## src/hdl/hsvr_pkg.sv

```systemverilog
package hsvr_pkg;

   // input word: one pixel in hsv
   typedef struct packed {
      logic [7:0] hue_in;
      logic [7:0] saturation;
      logic [7:0] brightness;
   } req_type;

   // result word: one pixel in rgb
   typedef struct packed {
      logic [7:0] red;
      logic [7:0] green;
      logic [7:0] blue;
   } rsp_type;

   // scaled ramps of one section, floor not yet added
   typedef struct packed {
      logic [7:0] up;
      logic [7:0] dn;
   } ramp_type;

   // hue section codes (scaled hue bits 7:6)
   localparam logic [1:0] SECT_RED_GREEN  = 2'd0;
   localparam logic [1:0] SECT_GREEN_BLUE = 2'd1;
   localparam logic [1:0] SECT_BLUE_RED   = 2'd2;

   // hue scaling: 192/256 reduces to 3/4
   localparam logic [9:0] HUE_MUL      = 10'd3;
   localparam int         HUE_SHIFT    = 2;
   localparam logic [5:0] SECT_OFF_MAX = 6'h3F;
   localparam int         RAMP_SHIFT   = 6;
   localparam logic [7:0] CHAN_MAX     = 8'hFF;

endpackage

```

## src/hdl/hsvr_ramp.sv

```systemverilog
module hsvr_ramp
   import hsvr_pkg::*;
(
   input  logic [5:0] off,
   input  logic [7:0] amp,
   output ramp_type   ramp
);

   logic [13:0] up_prod;
   logic [13:0] dn_prod;
   logic [5:0]  dn_off;

   // ramp-down offset mirrors the ramp-up offset
   assign dn_off = SECT_OFF_MAX - off;

   // both ramps scaled by amplitude / 64
   assign up_prod = {8'd0, off} * {6'd0, amp};
   assign dn_prod = {8'd0, dn_off} * {6'd0, amp};

   assign ramp.up = up_prod[13:RAMP_SHIFT];
   assign ramp.dn = dn_prod[13:RAMP_SHIFT];

endmodule

```

## src/hdl/hsv_rainbow_to_rgb.sv

```systemverilog
// channel | direction | handshake            | word
// req     | in        | req_valid, req_ready | req_word (hue_in, saturation, brightness)
// rsp     | out       | rsp_valid, rsp_ready | rsp_word (red, green, blue)
//
// three register stages: hue scale and floor multiply, ramp multiplies, floor add and routing
// one word accepted per clock when the output is taken; a word passes the stage 1, 2 and 3 registers in order
// each stage holds its word while the next one is full and stalled, so bubbles are filled
// reset is synchronous and clears only the stage valid bits
module hsv_rainbow_to_rgb
   import hsvr_pkg::*;
(
   input  logic    clock,
   input  logic    reset,
   input  logic    req_valid,
   output logic    req_ready,
   input  req_type req_word,
   output logic    rsp_valid,
   input  logic    rsp_ready,
   output rsp_type rsp_word
);

   logic        v1_ff, v1_in;
   logic [7:0]  h1_ff, h1_in;
   logic [7:0]  floor1_ff, floor1_in;
   logic [7:0]  bri1_ff;

   logic        v2_ff, v2_in;
   logic [1:0]  sect2_ff;
   logic [7:0]  floor2_ff;
   ramp_type    ramp2_ff, ramp2_in;

   logic        v3_ff, v3_in;
   rsp_type     rsp_ff, rsp_in;

   logic        rdy1, rdy2, rdy3;
   logic [9:0]  hue_prod;
   logic [15:0] floor_prod;
   logic [7:0]  amp;
   logic [8:0]  up_sum;
   logic [8:0]  dn_sum;

   // stage enables, back from the output
   assign rdy3      = !v3_ff || rsp_ready;
   assign rdy2      = !v2_ff || rdy3;
   assign rdy1      = !v1_ff || rdy2;
   assign req_ready = rdy1;

   // stage 1: scaled hue and brightness floor
   assign hue_prod   = {2'd0, req_word.hue_in} * HUE_MUL;
   assign floor_prod = {8'd0, req_word.brightness} * {8'd0, CHAN_MAX - req_word.saturation};
   assign h1_in      = hue_prod[9:HUE_SHIFT];
   assign floor1_in  = floor_prod[15:8];
   assign v1_in      = rdy1 ? req_valid : v1_ff;

   // stage 2: amplitude and ramp products
   assign amp   = bri1_ff - floor1_ff;
   assign v2_in = rdy2 ? v1_ff : v2_ff;

   hsvr_ramp u_ramp (
      .off  (h1_ff[5:0]),
      .amp  (amp),
      .ramp (ramp2_in)
   );

   // stage 3: add floor and route per section
   assign up_sum = {1'b0, ramp2_ff.up} + {1'b0, floor2_ff};
   assign dn_sum = {1'b0, ramp2_ff.dn} + {1'b0, floor2_ff};
   assign v3_in  = rdy3 ? v2_ff : v3_ff;

   always_comb begin
      case (sect2_ff)
         SECT_RED_GREEN: begin
            rsp_in.red   = dn_sum[7:0];
            rsp_in.green = up_sum[7:0];
            rsp_in.blue  = floor2_ff;
         end
         SECT_GREEN_BLUE: begin
            rsp_in.red   = floor2_ff;
            rsp_in.green = dn_sum[7:0];
            rsp_in.blue  = up_sum[7:0];
         end
         default: begin
            rsp_in.red   = up_sum[7:0];
            rsp_in.green = floor2_ff;
            rsp_in.blue  = dn_sum[7:0];
         end
      endcase
   end

   // valid bits
   always_ff @(posedge clock) begin
      if (reset) begin
         v1_ff <= 1'b0;
         v2_ff <= 1'b0;
         v3_ff <= 1'b0;
      end else begin
         v1_ff <= v1_in;
         v2_ff <= v2_in;
         v3_ff <= v3_in;
      end
   end

   // data registers
   always_ff @(posedge clock) begin
      if (rdy1) begin
         h1_ff     <= h1_in;
         floor1_ff <= floor1_in;
         bri1_ff   <= req_word.brightness;
      end
      if (rdy2) begin
         sect2_ff  <= h1_ff[7:6];
         floor2_ff <= floor1_ff;
         ramp2_ff  <= ramp2_in;
      end
      if (rdy3) begin
         rsp_ff <= rsp_in;
      end
   end

   assign rsp_valid = v3_ff;
   assign rsp_word  = rsp_ff;

   // floor never exceeds brightness, so amplitude cannot wrap
   a_floor_le_bri: assert property (@(posedge clock) disable iff (reset)
      v1_ff |-> floor1_ff <= bri1_ff)
      else $error("floor above brightness");

   // scaled hue stays below the unused fourth section
   a_hue_range: assert property (@(posedge clock) disable iff (reset)
      v1_ff |-> h1_ff[7:6] <= SECT_BLUE_RED)
      else $error("scaled hue out of range");

   // a stalled output keeps the stage behind it full and unchanged
   a_stage2_hold: assert property (@(posedge clock) disable iff (reset)
      (v2_ff && v3_ff && !rsp_ready) |=> (v2_ff && $stable(ramp2_ff) && $stable(floor2_ff)))
      else $error("stage 2 lost a word during stall");

   // stage 1 holds when both later stages are full and stalled
   a_stage1_hold: assert property (@(posedge clock) disable iff (reset)
      (v1_ff && v2_ff && v3_ff && !rsp_ready) |=> (v1_ff && $stable(h1_ff)))
      else $error("stage 1 lost a word during stall");

endmodule
```

## config.mk

```make
export PLATFORM = sky130hd
export DESIGN_NAME = hsv_rainbow_to_rgb
export DESIGN_NICKNAME = d
export VERILOG_FILES = /design/src/hdl/hsvr_pkg.sv /design/src/hdl/hsvr_ramp.sv /design/src/hdl/hsv_rainbow_to_rgb.sv
export SDC_FILE = /design/constraint.sdc
export NUM_CORES = 1
export LEC_CHECK = 0
export BUFFER_PORTS_ARGS = -buffer_cell sky130_fd_sc_hd__buf_2
export CAP_MARGIN = 20
export CORE_MARGIN = 8
export CORE_UTILIZATION = 57
export DETAILED_ROUTE_END_ITERATION = 10
export PLACE_DENSITY = 0.91
export SETUP_SLACK_MARGIN = 0.3
export SYNTH_ARGS = -nofsm -noshare
export SYNTH_HDL_FRONTEND = slang
export SYNTH_SLANG_ARGS = --single-unit
```

## constraint.sdc

```tcl
create_clock -name clock -period 5.36 [get_ports clock]
set_clock_uncertainty 0.05 [all_clocks]
set_input_delay 0.804 -clock clock [delete_from_list [all_inputs] [get_ports clock]]
set_output_delay 0.804 -clock clock [all_outputs]
set_load 0.005 [all_outputs]
```

Yosys cells after proc, flatten, opt, wreduce, memory -nomap -nowiden:

Cells that the tools add are included.

* multiply operators: 4
* equal/unequal tests: 1
* add/subtract/negate cells: 5
* muxes and demuxes: 1
* reductions and logical operators: 7

Operator list (number)
* 24-bit case mux with 2 select lines: 1
* 6-bit by 8-bit multiplier with 14-bit output: 2
* 8-bit adder: 2
* 8-bit by 8-bit multiplier with 16-bit output: 1
* 8-bit by 2-bit multiplier with 10-bit output, second input constant: 1
* 8-bit subtractor: 1
* 8-bit subtractor, first input constant: 1
* 6-bit subtractor, first input constant: 1
* 1-bit zero test: 3
* 1-bit logical OR: 3
* 2-bit by 1-bit equality test with 1-bit output, second input constant: 1
* 2-bit zero test: 1

* output and inout bits: 26
* bits in registers: 77
* word-level logic and storage cells: 31
* input bits: 28

Longest topological paths before layout:

* depth in word-level cells: 4
* gate-level depth with buffers: 24
* mapped depth without buffers: 24

Hierarchy:

A second synthesis with hierarchy kept.

* cell total of the unflattened synthesis: 861
* area, all modules: 8742.1 um2

Modules (own cells, without submodules)
* hsv_rainbow_to_rgb: area an instance 5823.1 um2, seq. area each 2282.2 um2, cells each 502, instances 1
* hsvr_ramp: area an instance 2919.0 um2, seq. area each 0.0 um2, cells each 359, instances 1

Least setup slack after synthesis:

OpenSTA, ideal clock, no wires.

* kind: reg2reg
* start point: register bri1_ff[0]
* end point: register ramp2_ff[13] (netlist bit), data pin
* setup slack: -0.213 ns
* setup time: 0.257 ns
* stages on the path, launching flop included: 24
* arrival: 5.266 ns
* data required time: 5.053 ns
* period minus slack after synthesis: 5.573 ns
* cell sequence: edfxtp_1 > inv_1 > ha_1 > inv_1 > fa_1 > nand2_1 > nand2_1 > a21oi_1 > o21bai_1 > a21oi_1 > xnor2_1 > and2_1 > fa_1 > fa_1 > inv_1 > fa_1 > inv_1 > ha_1 > a21o_1 > a21o_1 > a41o_1 > a2111oi_4 > and2b_1 > xor2_1

RTL lines
* start: declaration: line hsv_rainbow_to_rgb.sv:25 `logic [7:0] bri1_ff;`
* start signal: assignment: line hsv_rainbow_to_rgb.sv:108 `bri1_ff <= req_word.brightness;`
* end signal: assignment: line hsv_rainbow_to_rgb.sv:113 `ramp2_ff <= ramp2_in;`
* end: declaration: line hsv_rainbow_to_rgb.sv:30 `ramp_type ramp2_ff, ramp2_in;`

==> results.md <==
- The run finished, with violations left.
- The final reports fail on negative setup slack.
- At the pin with the least slew margin, the transition time is just under 0.9 ns.
- The number of buffers on the longest clock path is 2.
- The final HPWL from detailed placement is 13700 µm.
- The capturing point of the worst reg2reg path is ramp2_ff[6].
- For this run, asynchronously set or reset flops after synthesis account for 0.
- Setup violations remaining at the end of the flow were counted as 4.
- The worst hold path class is flip-flop to flip-flop.
- The sum of buffers and inverters on the critical path is 6.
- Setup slack on the critical path of the routed design comes to -0.136 ns.
- The clock net sink count is just under 80.
- The cell family with the largest share of critical-path delay is adder cells.
- Based on the critical path, the design can be clocked at up to 0.182 GHz.
- CTS placed an instance of clkbuf_16 at the clock tree root.
- For this block, the routed nets add up to 18600 µm of wire.
- In the finished design, the share of the clock period the worst path needs comes to 1.03.
- After clock tree synthesis, the clock-pin slew on the worst setup and hold paths is 0.06 ns.
- Clock tree synthesis inserted a total of 9 buffers.
- The end point of the critical path is ramp2_ff[6].
- The final layout contains 1130 nets.
- In the synthesized netlist, the number of instances is 823.
- The max-capacitance violation count is 0.
- The mean post-synth cell area is ~10 µm².
- The floorplan step defined a die boundary enclosing 19000 µm².
- Counting flops and latches in the post-synthesis netlist gives 77.
- The die is 138 µm wide.
- The mapped netlist covers 8440 µm².
- The antenna diode count is 0.
- The largest individual stage delay along the critical path comes from the cell fa_1.
- In this run the worst path has a maximum fanout of 4.
- The required arrival time at the worst endpoint is around 5.4 ns.
- The synthesized netlist net count is 1039.
- The startpoint identified for the worst register-to-register timing path is bri1_ff[0].
- Among all flip-flop cells after synthesis, the most frequent one is edfxtp_1.
- The share of synthesized area in the top cell type comes to 0.263.
- The number of global-route vias before repair came to 6548.
- The count of input and output buffers is 53.
- Sorting the synthesized cells by area gives the leading types as edfxtp_1, fa_1, ha_1.
- At the end of routability-driven placement, the weighted congestion stood at 0.834.
- The initial antenna violation count is 0.
- For the worst-skew pair, the clock arrives at the later sink with an insertion delay of roughly 0.35 ns.
- Using the TritonRoute via totals, the vias-per-cell ratio works out to approximately 5.5.
- Measured against its own limit, the worst slew margin works out to 0.421.
- The critical path's largest stage delay is 0.56 ns.
- Counting cells, the worst reg-to-reg path comes to 25.
- The total stage count of the critical path is 25.
- In this run, the number of DRC markers left after iteration 0 of detailed routing was 343.
- The wire length of the first global-routing pass is 29300 µm.
- The average routed wire per standard cell is approximately 17 µm.
- The worst setup path is captured at a flip-flop.
- The initial utilization of the core area, before any placement, comes to 0.583.
- The final max-slew violation count is 0.
- Leaving out fill and tap cells, the most frequent cell in the layout is inv_1.
- The total global routing track utilization is 0.194.
- The cell accounting for the most synthesized area is edfxtp_1.
- The number of antenna-violating nets in the routed design is 0.
- The standard cell core area is approximately 14000 µm².
- The time the worst path needs with I/O delays and setup is about 5.5 ns.
- The share of final-layout standard cells stronger than drive strength 1 is 0.189.
- Summing all placed instances gives a cell area of 9120 µm².
- STA classifies the critical path startpoint as a flip-flop.
- The H-tree generated during clock tree synthesis spans 3 levels.
- The area of all placed cells without fillers is approximately 9800 µm².
- The pin count of the biggest net entering global routing is 47.
- The data arrival time of the critical path is 5.54 ns.
- Row generation in the floorplan step produced 44 rows.
- The worst setup path startpoint is bri1_ff[0].
- The post-synthesis to final-layout area growth is 16.5%.
- The clock tree from TritonCTS is built.
- In this run the register-to-register setup slack is -0.14 ns.
- The fill cell total of the finished layout is 986.
- The first-pass iteration count of the detailed router is 4.
- The share of the yosys chip area belonging to registers is 0.270.
- The top cell types in the final layout, fill and taps aside, are inv_1, ha_1, fa_1, edfxtp_1, buf_2.
- The count of flip-flops with a built-in enable after synthesis is 74.
- Counting distinct cell types in the post-synthesis netlist gives between 40 and 50.
- The final route contains 6118 vias.
- The number of failing hold endpoints at the final stage was 0.
- Pin placement for this block handled 54 I/O pins.
- After global routing the overflow that remains totals 0.
- For this run, design rule violations remaining after detail routing come to 0.
- The floorplan die height is 138 µm.
- For this run, the number of Yosys warnings is 0.
- The setup path with the least slack is of type flip-flop to flip-flop.
- Setup repair after global routing could not meet its margin everywhere.
==> cells in the mapped netlist (4+ instances only) <==
library cell,n
ha_1,101
inv_1,133
clkbuf_1,13
nand2_1,36
a21o_1,11
fa_1,87
o21ai_0,30
or2_2,4
xnor2_1,38
edfxtp_1,74
nor2b_1,45
nand2b_1,47
and2_1,39
xor2_1,17
nor2_1,52
mux2i_1,21
a21oi_1,23
o21bai_1,7
==> layout make-up <==
type / instances / area (µm²) / area share
clock buffers: 10 / 229 / 0.0233
inverters: 133 / 499 / 0.0508
repair buffers: 97 / 634 / 0.0645
flip-flops and latches: 77 / 2280 / 0.232
clock inverters: 6 / 68.8 / 0.00700
multi-input cells: 596 / 5880 / 0.599
well taps: 184 / 230 / 0.0234
==> through the flow <==
stage                      util  instances  setup TNS, ns  worst slack, ns  hold slack, ns
after floorplan               -        823              0            0.162           0.350
after global placement    0.630       1071              0            0.135           0.355
after detailed placement  0.630       1071         -0.373           -0.113           0.362
after CTS                 0.665       1095        -0.0205          -0.0205           0.379
after global routing      0.679       1103          -1.49           -0.291           0.391
final                     0.679       1103         -0.271           -0.136           0.374
==> cell families after synthesis <==
logic type	Yosys count	synth area share
compound gates	92	0.0704
flops	77	0.270
buf+inv	150	0.0673
simple gates	240	0.154
fa+ha+maj	188	0.356
xor+xnor	55	0.0571
mux	21	0.0249
==> metal layers <==
| layer | GRT usage | wire [µm] | up-vias |
|---|---|---|---|
| li1 | - | - | 2846 |
| met1 | 0.210 | 7020 | 3021 |
| met2 | 0.359 | 10000 | 187 |
| met3 | 0.0281 | 854 | 64 |
| met4 | 0.0990 | 730 | 0 |
| met5 | 0 | 0 | - |
==> state kept, by name, indices dropped and copies added (netlist names) <==
register and flops:
v1_ff 1, sect2_ff 2, v2_ff 1, ramp2_ff 16, bri1_ff 8, floor1_ff 8, h1_ff 8, rsp_valid 1
floor2_ff 8, rsp_word 24
==> worst min-delay path by stage <==
stage | start | to | cells after the start
2_1_floorplan | h1_ff[6] | sect2_ff[0] | 0
3_3_place_gp | h1_ff[7] | sect2_ff[1] | 0
3_5_place_dp | h1_ff[7] | sect2_ff[1] | 0
4_1_cts | h1_ff[7] | sect2_ff[1] | 0
5_1_grt | h1_ff[7] | sect2_ff[1] | 0
6_report | h1_ff[7] | sect2_ff[1] | 0
==> worst register-to-register path, stage by stage, from the launching register on <==
cell      delay, ns
edfxtp_1       0.37
inv_2          0.11
ha_4           0.15
inv_2          0.04
fa_2           0.36
nand2_1        0.07
nand2_1        0.07
a21oi_2        0.18
o21bai_1       0.12
a21oi_2        0.21
buf_4          0.14
buf_4          0.10
xor2_2         0.17
nor2_2         0.06
fa_1           0.47
fa_1           0.53
inv_1          0.06
fa_1           0.56
inv_2          0.07
ha_4           0.25
and3_4         0.18
a21oi_4        0.18
o21ai_4        0.10
or3_4          0.36
and2_4         0.15
xor2_1         0.13
==> timing repair <==
item                                    in CTS  in global routing
pin swaps                                   28                 39
hold buffers                                 0                  0
resized for setup                           31                 27
setup buffers                                8                  7
endpoints found under the setup margin      10                 13
Power is left out: the tool's default activity adds up to more than one toggle a clock period on the data nets, which glitch-free logic cannot reach.
